**src/sv/cps_div_cell.sv**
```systemverilog
// One restoring division step for the tangent normalization.
module cps_div_cell (
  input  logic        clk,
  input  logic        en,
  input  logic [31:0] num_in,
  input  logic [16:0] quo_in,
  input  logic [16:0] den,
  input  logic        bit_in,
  output logic [31:0] num_out,
  output logic [16:0] quo_out
);
  logic [32:0] r;

  // shift in one numerator bit, subtract divisor if it fits
  always_comb begin
    r = {num_in, bit_in};
  end

  always_ff @(posedge clk) begin
    if (en) begin
      if (r >= {16'd0, den}) begin
        num_out <= 32'(r - {16'd0, den});
        quo_out <= {quo_in[15:0], 1'b1};
      end else begin
        num_out <= r[31:0];
        quo_out <= {quo_in[15:0], 1'b0};
      end
    end
  end
endmodule

```
**config.mk**
```make
export PLATFORM = sky130hd
export DESIGN_NAME = cps_div_cell
export DESIGN_NICKNAME = d
export VERILOG_FILES = /design/src/sv/cps_div_cell.sv
export SDC_FILE = /design/constraint.sdc
export NUM_CORES = 1
export LEC_CHECK = 0
export ABC_AREA = 1
export BUFFER_PORTS_ARGS = -buffer_cell sky130_fd_sc_hd__buf_2
export CAP_MARGIN = 20
export CORE_ASPECT_RATIO = 1.4
export CORE_MARGIN = 3
export CORE_UTILIZATION = 56
export CTS_BUF_LIST = sky130_fd_sc_hd__clkbuf_16
export DETAILED_ROUTE_END_ITERATION = 6
export PLACE_DENSITY = 0.87
export SLEW_MARGIN = 5
export SYNTH_ARGS = -nofsm -noshare
export SYNTH_HDL_FRONTEND = slang
export SYNTH_SLANG_ARGS = --single-unit
```
**constraint.sdc**
```tcl
create_clock -name clk -period 5.4 [get_ports clk]
set_input_delay 1.08 -clock clk [delete_from_list [all_inputs] [get_ports clk]]
set_output_delay 1.08 -clock clk [all_outputs]
set_load 0.01 [all_outputs]
```
* Yosys cells after proc, flatten, opt, wreduce, memory -nomap -nowiden
Cells that the tools add are included.
Widths: inputs -> output; s select.
** Cells by class
- Add/subtract/negate cells :: 1
- Muxes and demuxes :: 2
- Order comparisons :: 1
** Operators with widths (count)
- $ge 33x17->1 :: 1
- $mux 32 :: 1
- $sub 32x17->32 :: 1
- $mux 1 :: 1
** Word-level totals
- Flip-flop bits (word level) :: 49
- Input port bits :: 69
- Output and inout bits :: 49
- Logic and storage cells :: 6

* Depth between registers and ports, before layout
- Word-level depth :: 2
- Mapped depth :: 15
- Depth with buffers taken out :: 14

* Worst setup path after synthesis
Ideal clock, no wire load.
- Path type :: input port to flip-flop
- Start point :: input port den[2]
- End point :: register num_out[12] (data pin)
- Cell stages on the path :: 14
- Arrival :: 2421 ps
- Data required time :: 5148 ps
- Path slack :: 2727 ps
- Library setup time :: 252 ps
- Buffers on the path :: 2
- Cells stage by stage :: inv_1 ha_1 buf_6 nand2_1 nand2_1 a21oi_2 nand2_2 nand2_2 nand2_4 nand2_4 nand3_2 buf_6 nand2_1 nand2_1
** On the way
- Cells in the longest elaborated chain, start to end :: 2
- Elaborated cells on any way between the ends :: 3
- Those cells by class :: add/sub: 1; order compare: 1; mux: 1
** RTL lines
- from (decl) :: RTL line 7 : input logic [16:0] den,
- $sub 32x17->32 / $ge 33x17->1 (equally long branches) :: RTL line 22, 21
- $mux 32 (*) :: RTL line 21 : if (r >= {16'd0, den}) begin
- to (signal assigned) :: RTL line 22 : num_out <= 32'(r - {16'd0, den});
- to (signal assigned) :: RTL line 25 : num_out <= r[31:0];
- to (decl) :: RTL line 9 : output logic [31:0] num_out,
Mark *: on every way between the ends. The rest lies on a longest branch, timed or not.
A chain may end at the register's enable or synchronous reset.

* Worst setup path in the final report
- Start point :: input port num_in[13]
- End point :: register num_out[20] (data pin)
** On the way
- Cells in the longest elaborated chain, start to end :: 2
- Elaborated cells on any way between the ends :: 3
- Those cells by class :: add/sub: 1; order compare: 1; mux: 1
** RTL lines
- from (decl) :: RTL line 5 : input logic [31:0] num_in,
- $sub 32x17->32 / $ge 33x17->1 (equally long branches) :: RTL line 22, 21
- $mux 32 (*) :: RTL line 21
Marks and branches as above.

==> results.ini <==
[run_status]
outcome=completed

[die]
dieArea_um2=7670
start_util=0.587
num_rows=34
coreArea_um2=6340
die_h_um=102
ios=118
die_w_um=74.9

[drt]
viasPerCell=5.02
first_pass_iters=4
drc_errors=0
route.vias.total=3540
wl_per_cell_um=13.6
routed_wl_um=9590
drt-initial-drc-count=153
final_antenna_net_count=0

[sta]
tightest_slew_ns=0.593
rsz0062_at_grt=no
fin_crit_ns=2.86
finalSetupTns_ns=0
slew_viol_final=0
fmax_mhz=350
setup_viol=0
fin_crit_sh=0.529
timing.slew.headroom=0.605
hold_viol=0

[critical_path]
worstPathArrival_ns=2.87
crit_path_cell_trace=buf_2 > ha_1 > a21oi_1 > nor2_1 > nor2_1 > nand2_1 > inv_2 > nand2_4 > nor2_8 > a21oi_2
cp_num_buf_inv=2
cp.required_ns=5.41
slowest_delay_ns=0.47
critPathKind=primary input to register
cp_common_cell=nor2_1
crit_cells=10
cp_slowest_cell=nor2_8
startpoint=num_in[13]
worstPathMaxFanout=32
cp-endpoint=num_out[20]
endpoint_kind=register
start_kind=primary input
critical-path-top-delay-family=simple AND/OR/NAND/NOR gates

[final_layout]
fillCellCount=540
syn_to_final_growth_pct=21.5
antennaDiodeCount=0
drive_gt1_frac=0.245
postLayoutCellArea_um2=4520
multi_input_area_um2=1830
post-route-util=0.713
seq_area_um2=1470
layout.nets=719

[global_route]
antenna_found_initial=0
grt_pass1_vias=3431
grt_usage=0.260
grt_pass1_wl_um=15300
overflow=0
grt_max_degree=50

[power_and_ir_drop]
ir_worst_vdd_mv=0.167
seqPwrFrac=0.425
pwr-share-comb=0.260
finalPower_mw=1.13
switchingPower_mw=0.327
p_leak_nw=2.41
p_int_mw=0.798
pwr-share-clk=0.315
p_per_area_nw_per_um2=249
sw_frac_of_total=0.291

[clock_network]
clockRootBuffer=clkbuf_16
cts_resized=0
cts_hold_buffers=0
cts_max_level=2
post-cts-setup-buffer-count=0
clk_pin_slew_ns=0.07
cts_buffers=5
cts_sinks=49
cts_buffer_depth=2
tritoncts=done

[min_path]
min_path_type=primary input to register
worstHoldStart=quo_in[14]

[yosys]
synth_warnings=0
synth-seq-cells=49
synthesis.area_um2=3720
synthCells=513
syn-num-nets=600
synth.avg_cell_area_um2=7.25
synth.distinct_cells=27
ys_seq_area_frac=0.396

[place]
gp_congestion=0.828
dp.final_hpwl_um=7850
post_dp_cell_area_um2=4330
io_buffers=116

[flow_run]
maxCapViolCount=0

per-stage QoR:
step	hold WS (ns)	worst slack (ns)	cells
after CTS	0.972	2.53	704
after floorplan	1.18	2.73	513
after global placement	1.26	2.23	696
after global routing	0.968	2.33	705
final	0.974	2.54	705
after detailed placement	1.26	2.23	696
cell usage after synthesis:
cell	instances	share of area
nand2_1	205	0.21
inv_1	93	0.094
edfxtp_1	49	0.40
nor2_1	43	0.043
nand3_1	25	0.034
ha_1	17	0.057
a21oi_2	16	0.038
xor2_1	13	0.031
a21oi_1	12	0.016
nor3_1	6	0.0081
buf_6	5	0.015
nand4_1	4	0.0067
inv_2	3	0.0030
nand2_2	3	0.0050
nand2_4	3	0.0091
nor2_2	3	0.0050
nand3_2	2	0.0054
o21bai_1	2	0.0040
a21o_1	1	0.0020
a31oi_1	1	0.0017
and2b_1	1	0.0020
clkinv_1	1	0.0010
fa_1	1	0.0054
nand3b_1	1	0.0020
nor2_8	1	0.0054
nor2b_1	1	0.0017
xnor2_1	1	0.0024
placed cells by master, fill, tap and decap left out:
cell / synthesis / routed
nand2_1: 205 / 205
buf_2: 0 / 116
inv_1: 93 / 93
edfxtp_1: 49 / 49
nor2_1: 43 / 43
nand3_1: 25 / 25
ha_1: 17 / 17
a21oi_2: 16 / 16
xor2_1: 13 / 13
a21oi_1: 12 / 12
nor3_1: 6 / 6
clkbuf_16: 0 / 5
nand4_1: 4 / 4
nor2_2: 3 / 3
inv_2: 3 / 3
nand2_2: 3 / 3
nand2_4: 3 / 3
clkinv_1: 1 / 2
nand3_2: 2 / 2
o21bai_1: 2 / 2
and2b_1: 1 / 1
a31oi_1: 1 / 1
a21o_1: 1 / 1
nor2_8: 1 / 1
nor2b_1: 1 / 1
nand3b_1: 1 / 1
xnor2_1: 1 / 1
fa_1: 1 / 1
clkinvlp_4: 0 / 1
bufinv_16: 0 / 1
buf_12: 0 / 1
cell families after synthesis:
logic type	share of synthesized area
compound gates	0.0616
xor+xnor	0.0330
fa+ha+maj	0.0626
buf+inv	0.113
flops	0.396
simple gates	0.334
power groups by stage:
stage	Combinational, mW	Clock [mW]	Sequential [mW]
2_1_floorplan	0.153	0	0.513
3_3_place_gp	0.284	0	0.486
3_5_place_dp	0.291	0	0.487
4_1_cts	0.293	0.360	0.479
5_1_grt	0.331	0.370	0.483
6_report	0.292	0.354	0.478
state kept, by name, summed over array words and instances (netlist names):
signal   flops
quo_out     17
num_out     32
per-layer routing:
layer  up-vias  global-route usage  wire [um]
met2       118               0.493       5220
li1       1826                   -          -
met5         -                   0          0
met3         9              0.0325        585
met4         0              0.0658        100
met1      1587               0.301       3680
cell type report:
type,count,share of cell area
tap,72,0.0199
clock inverter,3,0.00913
clock buffer,5,0.0277
sequential,49,0.325
inverter,97,0.0805
timing repair buffer,117,0.133
multi-input combinational,362,0.404
worst min-delay path by stage:
| stage | end | slack [ns] | cells past startpoint |
|---|---|---|---|
| 4_1_cts | quo_out[14] | 0.97 | 1 |
| 2_1_floorplan | quo_out[10] | 1.18 | 0 |
| 3_3_place_gp | quo_out[5] | 1.26 | 1 |
| 5_1_grt | quo_out[15] | 0.97 | 1 |
| 3_5_place_dp | quo_out[6] | 1.26 | 1 |
| 6_report | quo_out[15] | 0.97 | 1 |
No activity file was read; power rests on OpenSTA's default activity.
