**src/sv/cps_pkg.sv**
```systemverilog
// Shared types, constants and helpers for the cone point sampler.
package cps_pkg;

  // Register indexes
  localparam logic [2:0] REG_U_LOW       = 3'd0;
  localparam logic [2:0] REG_U_HIGH      = 3'd1;
  localparam logic [2:0] REG_RADIUS_LOW  = 3'd2;
  localparam logic [2:0] REG_RADIUS_HIGH = 3'd3;
  localparam logic [2:0] REG_SPEED_LOW   = 3'd4;
  localparam logic [2:0] REG_SPEED_HIGH  = 3'd5;
  localparam logic [2:0] REG_TANGENTIAL  = 3'd6;

  // Sine polynomial coefficients, Q30
  localparam logic [31:0] SIN_A1 = 32'd1686629713;
  localparam logic [31:0] SIN_A3 = 32'd693598668;
  localparam logic [31:0] SIN_A5 = 32'd85569306;
  localparam logic [31:0] SIN_A7 = 32'd5026995;
  localparam logic [31:0] SIN_A9 = 32'd172272;

  localparam int SqrtSteps = 16;  // result bits of a 32-bit radicand

  // One square-root digit step carried cell to cell
  typedef struct packed {
    logic [31:0] rem;
    logic [16:0] root;
  } sqrt_state_t;

  // Work carried along the datapath chain
  typedef struct packed {
    logic signed [16:0] u;
    logic [15:0]        az;
    logic [16:0]        speed;
    logic [16:0]        radius;
    logic               tang;
  } item_t;

  // Saturate to +-65535
  function automatic logic signed [16:0] sat_out(input logic signed [47:0] v);
    if (v > 48'sd65535) return 17'sd65535;
    else if (v < -48'sd65535) return -17'sd65535;
    else return v[16:0];
  endfunction

  // Round half up from Q15
  function automatic logic signed [47:0] rnd15(input logic signed [47:0] v);
    logic signed [47:0] t;
    t = v + 48'sd16384;
    return t >>> 15;
  endfunction

endpackage

```
**src/sv/cps_sqrt_cell.sv**
```systemverilog
// One restoring square-root step: one result bit per cell per cycle while en is high.
module cps_sqrt_cell #(
  parameter int Step = 0
) (
  input  logic                clk,
  input  logic                en,
  input  cps_pkg::sqrt_state_t in_s,
  output cps_pkg::sqrt_state_t out_s
);
  import cps_pkg::*;

  localparam int Shift = 2 * (SqrtSteps - 1 - Step);

  logic [33:0] trial;
  logic [33:0] rem_w;
  sqrt_state_t nxt;

  // trial = (root*4 + 1) << shift compared with remainder
  always_comb begin
    trial = ({15'd0, in_s.root, 2'b01}) << Shift;
    rem_w = {2'b00, in_s.rem};
    nxt   = in_s;
    if (rem_w >= trial) begin
      nxt.rem  = 32'(rem_w - trial);
      nxt.root = {in_s.root[15:0], 1'b1};
    end else begin
      nxt.root = {in_s.root[15:0], 1'b0};
    end
  end

  always_ff @(posedge clk) begin
    if (en) begin
      out_s <= nxt;
    end
  end
endmodule

```
**src/sv/cps_sqrt_chain.sv**
```systemverilog
// Chain of square-root cells with a side payload that travels alongside.
module cps_sqrt_chain #(
  parameter int PayW = 8
) (
  input  logic            clk,
  input  logic            en,
  input  logic [31:0]     radicand,
  input  logic [PayW-1:0] pay_in,
  output logic [16:0]     root,
  output logic [PayW-1:0] pay_out
);
  import cps_pkg::*;

  sqrt_state_t     st  [SqrtSteps+1];
  logic [PayW-1:0] pay [SqrtSteps+1];

  assign st[0].rem  = radicand;
  assign st[0].root = '0;
  assign pay[0]     = pay_in;

  for (genvar i = 0; i < SqrtSteps; i++) begin : g_cell
    cps_sqrt_cell #(.Step(i)) u_cell (
      .clk(clk), .en(en), .in_s(st[i]), .out_s(st[i+1])
    );
    always_ff @(posedge clk) begin
      if (en) begin
        pay[i+1] <= pay[i];
      end
    end
  end

  assign root    = st[SqrtSteps].root;
  assign pay_out = pay[SqrtSteps];
endmodule

```
**config.mk**
```make
export PLATFORM = sky130hd
export DESIGN_NAME = cps_sqrt_chain
export DESIGN_NICKNAME = d
export VERILOG_FILES = /design/src/sv/cps_pkg.sv /design/src/sv/cps_sqrt_cell.sv /design/src/sv/cps_sqrt_chain.sv
export SDC_FILE = /design/constraint.sdc
export NUM_CORES = 1
export LEC_CHECK = 0
export BUFFER_PORTS_ARGS = -buffer_cell sky130_fd_sc_hd__buf_4
export CAP_MARGIN = 20
export CORE_MARGIN = 3
export CORE_UTILIZATION = 24
export CTS_BUF_LIST = sky130_fd_sc_hd__clkbuf_4
export CTS_CLUSTER_SIZE = 40
export DETAILED_ROUTE_END_ITERATION = 10
export SLEW_MARGIN = 20
export SYNTH_ARGS = -nofsm -noshare
export SYNTH_HDL_FRONTEND = slang
export SYNTH_HIERARCHICAL = 1
export SYNTH_SLANG_ARGS = --single-unit
```
**constraint.sdc**
```tcl
create_clock -name clk -period 3.95 [get_ports clk]
set_input_delay 0.395 -clock clk [delete_from_list [all_inputs] [get_ports clk]]
set_output_delay 0.395 -clock clk [all_outputs]
set_load 0.02 [all_outputs]
```
Word-level counts from Yosys, hierarchy flattened
Cells that the tools add are included.

Order comparisons: 16. Add/subtract/negate cells: 15. Mux-type cells: 31.

Operators with widths (number): 32-bit two-way mux (15); 32-bit by 17-bit greater-or-equal comparator with 1-bit output (1); 32-bit by 18-bit greater-or-equal comparator with 1-bit output (1); 32-bit by 19-bit greater-or-equal comparator with 1-bit output (1); 32-bit by 20-bit greater-or-equal comparator with 1-bit output (1); 32-bit by 21-bit greater-or-equal comparator with 1-bit output (1); 32-bit by 22-bit greater-or-equal comparator with 1-bit output (1); 32-bit by 23-bit greater-or-equal comparator with 1-bit output (1); 32-bit by 24-bit greater-or-equal comparator with 1-bit output (1); 32-bit by 25-bit greater-or-equal comparator with 1-bit output (1); 32-bit by 26-bit greater-or-equal comparator with 1-bit output (1); 32-bit by 27-bit greater-or-equal comparator with 1-bit output (1); 32-bit by 28-bit greater-or-equal comparator with 1-bit output (1); 32-bit by 29-bit greater-or-equal comparator with 1-bit output (1); 32-bit by 30-bit greater-or-equal comparator with 1-bit output (1); 32-bit by 31-bit greater-or-equal comparator with 1-bit output (1); 32-bit by 31-bit greater-or-equal comparator with 1-bit output (second input constant) (1); 32-bit by 18-bit subtractor with 32-bit output (1); 32-bit by 19-bit subtractor with 32-bit output (1); 32-bit by 20-bit subtractor with 32-bit output (1); 32-bit by 21-bit subtractor with 32-bit output (1); 32-bit by 22-bit subtractor with 32-bit output (1); 32-bit by 23-bit subtractor with 32-bit output (1); 32-bit by 24-bit subtractor with 32-bit output (1); other kinds (9) (24).

Register bits: 744. Input bits: 42. Word-level logic and storage cells: 109. Output and inout bits: 25.

Depth between registers and ports, before layout
Gate-level depths: netlist of run 1.

Depth after elaboration: 2. Depth in mapped cells: 13. Gate-level depth less buffers: 10.

By module
Netlist of run 1, hierarchy kept.

By module, submodules not included: cps_sqrt_chain (cells each 137, area an instance 3907.5 sq um, instances 1, seq. area each 3843.7 sq um); cps_sqrt_cell (g_cell[15].u_cell) (cells each 312, area an instance 3170.5 sq um, instances 1, seq. area each 1471.4 sq um); cps_sqrt_cell (g_cell[14].u_cell) (cells each 300, area an instance 3164.3 sq um, instances 1, seq. area each 1471.4 sq um); cps_sqrt_cell (g_cell[12].u_cell) (cells each 295, area an instance 3093.0 sq um, instances 1, seq. area each 1471.4 sq um); cps_sqrt_cell (g_cell[13].u_cell) (cells each 269, area an instance 2911.5 sq um, instances 1, seq. area each 1471.4 sq um); cps_sqrt_cell (g_cell[9].u_cell) (cells each 269, area an instance 2902.8 sq um, instances 1, seq. area each 1471.4 sq um); cps_sqrt_cell (g_cell[11].u_cell) (cells each 275, area an instance 2895.3 sq um, instances 1, seq. area each 1471.4 sq um); cps_sqrt_cell (g_cell[10].u_cell) (cells each 244, area an instance 2808.9 sq um, instances 1, seq. area each 1471.4 sq um); cps_sqrt_cell (g_cell[8].u_cell) (cells each 212, area an instance 2710.1 sq um, instances 1, seq. area each 1471.4 sq um); cps_sqrt_cell (g_cell[7].u_cell) (cells each 194, area an instance 2582.5 sq um, instances 1, seq. area each 1471.4 sq um); cps_sqrt_cell (g_cell[6].u_cell) (cells each 167, area an instance 2404.8 sq um, instances 1, seq. area each 1471.4 sq um); cps_sqrt_cell (g_cell[5].u_cell) (cells each 147, area an instance 2278.4 sq um, instances 1, seq. area each 1471.4 sq um); cps_sqrt_cell (g_cell[4].u_cell) (cells each 133, area an instance 2145.8 sq um, instances 1, seq. area each 1471.4 sq um); cps_sqrt_cell (g_cell[3].u_cell) (cells each 116, area an instance 1995.7 sq um, instances 1, seq. area each 1471.4 sq um); 3 more rows.

Worst setup path before layout of run 1
OpenSTA, ideal clock, no wires.

Kind: reg-to-reg. Start: reg g_cell[5].u_cell/out_s[42] (netlist bit). End: reg g_cell[6].u_cell/out_s[41] (netlist bit), data pin. Data arrival time: 2507 ps. Period minus slack after synthesis: 2767 ps. Stages on the path, launching flop included: 10. Library setup time: 260 ps. Required time: 3690 ps. Setup slack: 1183 ps. Path buffers: 2. Cell sequence: edfxtp_1 -> ha_1 -> buf_6 -> a211oi_2 -> nor2_1 -> o31a_1 -> a2111o_1 -> a41oi_4 -> buf_12 -> mux2_4.

RTL lines: start: declaration (line cps_sqrt_cell.sv:8) `output cps_pkg::sqrt_state_t out_s`; start signal: assignment (line cps_sqrt_cell.sv:33) `out_s <= nxt;`; end signal: assignment (line cps_sqrt_cell.sv:33); end: declaration (line cps_sqrt_cell.sv:8).

==> results summary, run 1 <==
The max-slew violation count was 0. The net load switching power came out at 7.87 mW. Walking the worst path, the cells encountered are or4_4, or4_1, a311oi_1, nand3_1, a21oi_4, inv_2, mux2_4. The first routing iteration left 1410 violations. The cell sitting at the root of the clock tree is a sky130_fd_sc_hd__clkbuf_4.

The number of inserted filler cells in the final layout is 17300. Routed signal wires occupy layers up through met4. The run finished with clean final reports. The highest cell delay on the worst timing path came out at 0.73 ns. From synthesis to final layout, the design area changed by 16.1%. The number of antenna violations at the first check in global routing came out at 2.

In this run, CTS created clock tree buffers numbering 212. Clock-pin slew was measured on the worst setup and hold paths at 0.07 ns. In this run the core area contains 151 standard-cell rows. The remaining number of nets flagged by the antenna check after routing came out at 0.

The final setup slack of the worst path is 0.415 ns. The remaining max-slew budget at the tightest pin came out at 38.7%. The count of final hold-check violations came out at 0. The final routed wire length divided by cell count is 13.6 um. The post-placement setup slack is 0.391 ns.

The worst-path maximum fanout came out at 36. The multi-input combinational cell area is 14200 um2. The initial utilization of the core area, before any placement, comes to 24.3%. The via count of the first global-routing pass came to 26000. The overall routing resource usage came out at 9.06%. The transition at the pin with the smallest max-transition slack came out at 0.917 ns. The required time of the worst setup path is 4.74 ns. The die is 421 um wide.

The worst hold path class is input port to register. The slowest library cell on the worst path is sky130_fd_sc_hd__a21oi_4. The worst setup path is launched from a register. The setup violation total in the final timing report is 0.

The number of maximum-capacitance violations is 0. The final route contains 24600 vias. The source-to-sink clock delay at the later pin of the worst-skew pair came out at 1.09 ns. The worst setup path is of the register to register kind. Detailed routing placed a total of 3210 um of wire on met3. The highest achievable clock rate is 283 MHz. After the last flow step, the layout net total stands at 3679. The H-tree was split into 4 levels.

The number of design rule violations left after detail routing came out at 0. The final critical delay including setup and external delays came out at 3.53 ns. The global-route wire length before repair is 130000 um.

In this run the count of I/O pins placed on the die edge is 67. The largest vdd supply drop is 0.000406 V. The floorplan step defined a die boundary enclosing 177000 um2.

The core footprint is 170000 um2. STA classifies the critical path endpoint as a register. The Yosys warning count is 6.

The proportion of total power due to net switching came out at 30.6%. The power share of the combinational group came out at 25.2%. The count of buffers inserted at the top-level ports is 66. The post-detailed-route via-to-cell ratio came out at 4.20. The signal arrival time at the worst endpoint is 4.32 ns.

The pin count of the biggest net entering global routing is 99. Summed over all failing endpoints, the final setup total negative slack is 0 ns. Summing internal, switching and leakage power gives 25.7 mW. The cell area that synthesis handed to floorplanning was 41300 um2.

The die height came out at 421 um. The wire length reported by the detailed router came out at 79500 um. Detailed placement finished with a half-perimeter wire length of 56500 um. The average instance area after synthesis is 13.4 um2. Routability-driven placement finished with a final weighted congestion of 0.835.

In this run, flip-flops and latches consume 47.0% of the power. The worst hold margin is 0.306 ns. The clock network burns 27.7% of the power.

Setup repair after global routing left no endpoint under its margin. The share of the clock period used by the worst path came out at 89.5%. Synthesis produced a netlist whose cell count is 3085.

The total iterations of the first detailed-routing run came out at 5. The combined flip-flop and latch cell area came out at 25600 um2. The maximum count of clock buffers along a single path is 3.

In the final routing, the length of wire on met1 measures 32600 um. The TritonCTS clock tree is yes. The leakage dissipation came out at 17.9 nW. The total congestion overflow is 0. For this design the ratio of total power to cell area is 537 nW/um2. CTS saw 852 sinks.

The final setup skew came out at 0.0724 ns. The internal power of the cells came out at 17.9 mW. The detailed-routed wire length on met2 came out at 40100 um.

Cells with a size suffix above 1 make up 17.8% of the layout.
[power by group through the flow]
stage	sequential [mW]	combinational, mW	clock, mW
floorplan	12.0	5.00	0
global placement	12.3	6.37	0
detailed placement	12.3	6.42	0
CTS	12.1	6.51	7.53
global route	12.2	7.27	8.03
finish	12.1	6.49	7.13
[worst max-delay path, delay by kind of cell, from the launching register on]
family	cells	cell delay (ns)
muxes	1	0.36
DFF	1	0.47
and+or+nand+nor	3	1.13
AOI/OAI and AO/OA	2	1.04
buffers and inverters	1	0.29
[state kept, by name (all words and copies together) (netlist names)]
signal / cells
pay: 120
g_cell.u_cell/out_s: 724
pay_out: 8
[layout make-up]
class                           instances  share of cell area (%)
Clock buffer                          296                    4.64
Tap cell                             2295                    5.99
Inverter                              272                    2.15
Multi-Input combinational cell       1893                    29.5
Sequential cell                       852                    53.4
Antenna cell                            3                  0.0157
Clock inverter                         64                   0.830
Timing Repair Buffer                  183                    3.46
[metal layers]
metal	GRT usage (%)	vias up
met5	0	-
li1	-	12400
met1	9.91	11500
met4	5.43	0
met3	2.03	220
met2	16.0	564
[metrics by stage]
stage	cells	utilization, %	instance area [um2]
CTS	5855	28.1	47900
finish	5858	28.2	47900
detailed placement	5414	26.1	44500
global placement	5414	26.1	44500
floorplan	3095	-	41300
global route	5858	28.2	47900
[final timing paths]
path,start,endpoint,slack [ns],depth (start not counted)
worst min-delay path,radicand[31],g_cell[0].u_cell/out_s[48],0.31,4
worst max register to register,g_cell[12].u_cell/out_s[42],g_cell[13].u_cell/out_s[35],0.42,7
worst min register to register,pay[70],pay[62],0.37,0
worst max-delay path,g_cell[12].u_cell/out_s[42],g_cell[13].u_cell/out_s[35],0.42,7
[placed cells by master, fill, tap and decap left out, types with 70 or more instances in the layout]
cell type and n:
sky130_fd_sc_hd__buf_4 95, sky130_fd_sc_hd__clkbuf_4 296, sky130_fd_sc_hd__ha_1 223, sky130_fd_sc_hd__inv_1 267
sky130_fd_sc_hd__xor2_1 70, sky130_fd_sc_hd__xnor2_1 124, sky130_fd_sc_hd__nand2_1 182, sky130_fd_sc_hd__a21oi_1 175
sky130_fd_sc_hd__dlygate4sd3_1 81, sky130_fd_sc_hd__edfxtp_1 852, sky130_fd_sc_hd__o21ai_0 119, sky130_fd_sc_hd__nor2_1 160
[what timing repair did]
| item | in CTS | in global routing |
|---|---|---|
| buffers inserted | 0 | 0 |
| hold endpoints to repair | 346 | 0 |
| hold buffers | 81 | 0 |
| gates resized for setup | 0 | 0 |
(Power assumes the default switching activity.)
==> run 2, diff against run 1 <==
--- a/config.mk
+++ b/config.mk
@@ -9,7 +9,7 @@
 export CAP_MARGIN = 20
 export CORE_MARGIN = 3
 export CORE_UTILIZATION = 24
-export CTS_BUF_LIST = sky130_fd_sc_hd__clkbuf_4
+export CTS_BUF_LIST = sky130_fd_sc_hd__clkbuf_2
 export CTS_CLUSTER_SIZE = 40
 export DETAILED_ROUTE_END_ITERATION = 10
 export SLEW_MARGIN = 20
==> run 2 against run 1 <==
Flip-flop and latch count unchanged; critical path depth stayed put; cell area is 0.61% lower; cell count up 0.84%; sequential share of layout area rose by 0.33 points; sequential power about the same; total power down 5.3%; core utilization shrank 0.17 points; highest routed layer unchanged.
==> results summary, run 2 (synthesis gave the netlist of run 1 again) <==
Result of the run: finished, final reports clean (unchanged). The remaining number of nets flagged by the antenna check after routing is 0 (unchanged). The total negative setup slack is 0 ns (unchanged).

The worst hold path class is register to register (was input port to register). The total power per unit cell area was 511 nW/um2 (was 537 nW/um2). The final-stage net count is 3717 (was 3679). The number of buffers added by the clock tree synthesis step is 209 (was 212).

The share of the clock period used by the worst path came to 88.9% (was 89.5%). The placer congestion estimate is 0.835 (unchanged). The register ranked first by flip-flop count is g_cell.u_cell/out_s (unchanged).

The number of gates resized after CTS came to 0 (unchanged). The setup fix buffers added after clock tree synthesis is 0 (unchanged). The net load switching power was 7.94 mW (was 7.87 mW). The pin count of the biggest net entering global routing is 99 (unchanged). The multi-input combinational cell area is 14200 um2 (unchanged). The proportion of total power due to net switching is 32.6% (was 30.6%). The area added between synthesis and finish came to 15.4% (was 16.1%). The global-route wire length before repair is 132000 um (was 130000 um). The maximum count of clock buffers along a single path is 3 (unchanged). The post-detailed-route via-to-cell ratio came out at 4.21 (was 4.20). The setup violation total in the final timing report came to 0 (unchanged). The transition at the pin with the smallest max-transition slack is 0.906 ns (was 0.917 ns).

The endpoint kind of the worst setup timing path is a register (unchanged). The total half-perimeter wirelength after legalization and detailed placement is 56500 um (unchanged). The startpoint kind of the worst setup timing path is a register (unchanged). The critical path start-end classification is register to register (unchanged). The top-level port count came to 67 (unchanged). The count of final hold-check violations is 0 (unchanged).

The overall die width is 421 um (unchanged). The combined flip-flop and latch cell area came out at 25600 um2 (unchanged). Leading cell types in the layout, fill and taps excluded: sky130_fd_sc_hd__edfxtp_1, sky130_fd_sc_hd__clkbuf_2, sky130_fd_sc_hd__inv_1, sky130_fd_sc_hd__ha_1, sky130_fd_sc_hd__nand2_1 (was sky130_fd_sc_hd__edfxtp_1, sky130_fd_sc_hd__clkbuf_4, sky130_fd_sc_hd__inv_1, sky130_fd_sc_hd__ha_1, sky130_fd_sc_hd__nand2_1). The required time of the worst setup path came to 5.15 ns (was 4.74 ns). The remaining max-slew budget at the tightest pin came out at 39.5% (was 38.7%).

The root buffer cell is sky130_fd_sc_hd__clkbuf_2 (was sky130_fd_sc_hd__clkbuf_4). The most common cell after layout, fill and taps aside was sky130_fd_sc_hd__edfxtp_1 (unchanged). The max-slew violation count is 0 (unchanged). The total iterations of the first detailed-routing run was 7 (was 5).

Setup repair after global routing missed its margin: no (unchanged). The count of buffers inserted at the top-level ports is 66 (unchanged). The number of maximum-capacitance violations is 0 (unchanged).

The signal arrival time at the worst endpoint is 4.71 ns (was 4.32 ns). The power share of the sequential group is 49.6% (was 47.0%). The post-placement setup slack came out at 0.391 ns (unchanged). The number of design rule violations left after detail routing was 0 (unchanged). The clock-pin slew on the worst setup and hold paths came out at 0.11 ns (was 0.07 ns). The final setup slack of the worst path came to 0.439 ns (was 0.415 ns). The overall routing resource usage is 9.23% (was 9.06%). The worst-path maximum fanout was 36 (unchanged). The number of inserted filler cells in the final layout was 17300 (about the same). The highest achievable clock rate is 285 MHz (was 283 MHz). The full die area came out at 177000 um2 (unchanged). The DRC violation total after the first TritonRoute iteration came out at 1362 (was 1410). The clock net sink count is 852 (unchanged). The total congestion overflow came out at 0 (unchanged). The final setup skew came out at 0.165 ns (was 0.0724 ns). The number of placement rows is 151 (unchanged). The leakage dissipation is 17.9 nW (about the same). The core footprint came out at 170000 um2 (unchanged). The via count of the first global-routing pass is 26200 (was 26000). The via total after detailed routing came out at 24900 (was 24600). The die height came out at 421 um (unchanged).

The internal power of the cells came to 16.4 mW (was 17.9 mW). The number of levels in the clock H-tree was 4 (unchanged). The largest vdd supply drop is 0.000282 V (was 0.000406 V). The wire length reported by the detailed router is 80900 um (was 79500 um). The TritonCTS clock tree was yes (unchanged). The final routed wire length divided by cell count was 13.7 um (was 13.6 um). The source-to-sink clock delay at the later pin of the worst-skew pair is 1.49 ns (was 1.09 ns).

The portion of total power attributed to the clock network came out at 23.5% (was 27.7%). The power share of the combinational group is 26.9% (was 25.2%). The final critical delay including setup and external delays is 3.51 ns (was 3.53 ns). The number of antenna violations at the first check in global routing is 2 (unchanged). The number of flip-flops in the largest register was 724 (unchanged). The initial core utilization came out at 24.3% (unchanged).

The share of post-route cells with drive strength above 1 came to 17.2% (was 17.8%).
run 2: cell types whose count changed in the layout (fill, tap and decap cells not counted), moves of 2 or more:
cell and change:
sky130_fd_sc_hd__clkinv_4 +2, sky130_fd_sc_hd__clkinv_1 +23, sky130_fd_sc_hd__clkinv_2 -4, sky130_fd_sc_hd__dlygate4sd3_1 +40, sky130_fd_sc_hd__clkbuf_2 +286, sky130_fd_sc_hd__clkinv_8 +2
sky130_fd_sc_hd__clkbuf_4 -296
run 2: layer usage:
metal	wire length, um	GRT usage [%]	vias to the layer above
met5	0	0	-
met4	3910	5.80	0
met3	3330	2.01	240
met2	40300	16.1	613
met1	33300	10.2	11600
li1	-	-	12500
run 2: layout make-up:
type / count / share of cell area, %
Multi-Input combinational cell: 1893 / 29.7
Inverter: 272 / 2.16
Sequential cell: 852 / 53.7
Tap cell: 2295 / 6.03
Clock inverter: 82 / 0.980
Clock buffer: 286 / 3.01
Antenna cell: 3 / 0.0158
Timing Repair Buffer: 224 / 4.38
run 2: critical path: stages, from the launching register on:
cell and delay, ns:
sky130_fd_sc_hd__edfxtp_1 0.48, sky130_fd_sc_hd__or4_4 0.54, sky130_fd_sc_hd__or4_1 0.44, sky130_fd_sc_hd__a311oi_1 0.30
sky130_fd_sc_hd__nand3_1 0.16, sky130_fd_sc_hd__a21oi_4 0.72, sky130_fd_sc_hd__inv_2 0.28, sky130_fd_sc_hd__mux2_4 0.36
run 2: metrics by stage:
step / cells / total power [mW] / instance area, um2 / util (%) / hold WS [ns]
final: 5907 / 24.4 / 47600 / 28.0 / 0.319
after global routing: 5907 / 26.1 / 47600 / 28.0 / 0.234
after CTS: 5904 / 24.7 / 47600 / 28.0 / 0.0193
after detailed placement: 5414 / 18.7 / 44500 / 26.1 / 0.405
after global placement: 5414 / 18.6 / 44500 / 26.1 / 0.400
after floorplan: 3095 / 17.0 / 41300 / - / 0.400
run 2: power by group through the flow:
stage	registers, mW	clock network (mW)	logic [mW]
finish	12.1	5.73	6.54
global placement	12.3	0	6.37
detailed placement	12.3	0	6.42
CTS	12.1	6.12	6.54
global route	12.2	6.60	7.31
floorplan	12.0	0	5.00
run 2: path summary, 6_finish.rpt:
path	start	to	slack [ns]	depth (start not counted)
min	g_cell[4].u_cell/out_s[13]	g_cell[5].u_cell/out_s[14]	0.32	0
max	g_cell[12].u_cell/out_s[42]	g_cell[13].u_cell/out_s[35]	0.44	7
min reg2reg	g_cell[4].u_cell/out_s[13]	g_cell[5].u_cell/out_s[14]	0.32	0
max reg2reg	g_cell[12].u_cell/out_s[42]	g_cell[13].u_cell/out_s[35]	0.44	7
run 2: what timing repair did:
item,CTS,global route
hold endpoints to repair,893,0
hold buffers,122,0
endpoints found under the setup margin,0,0
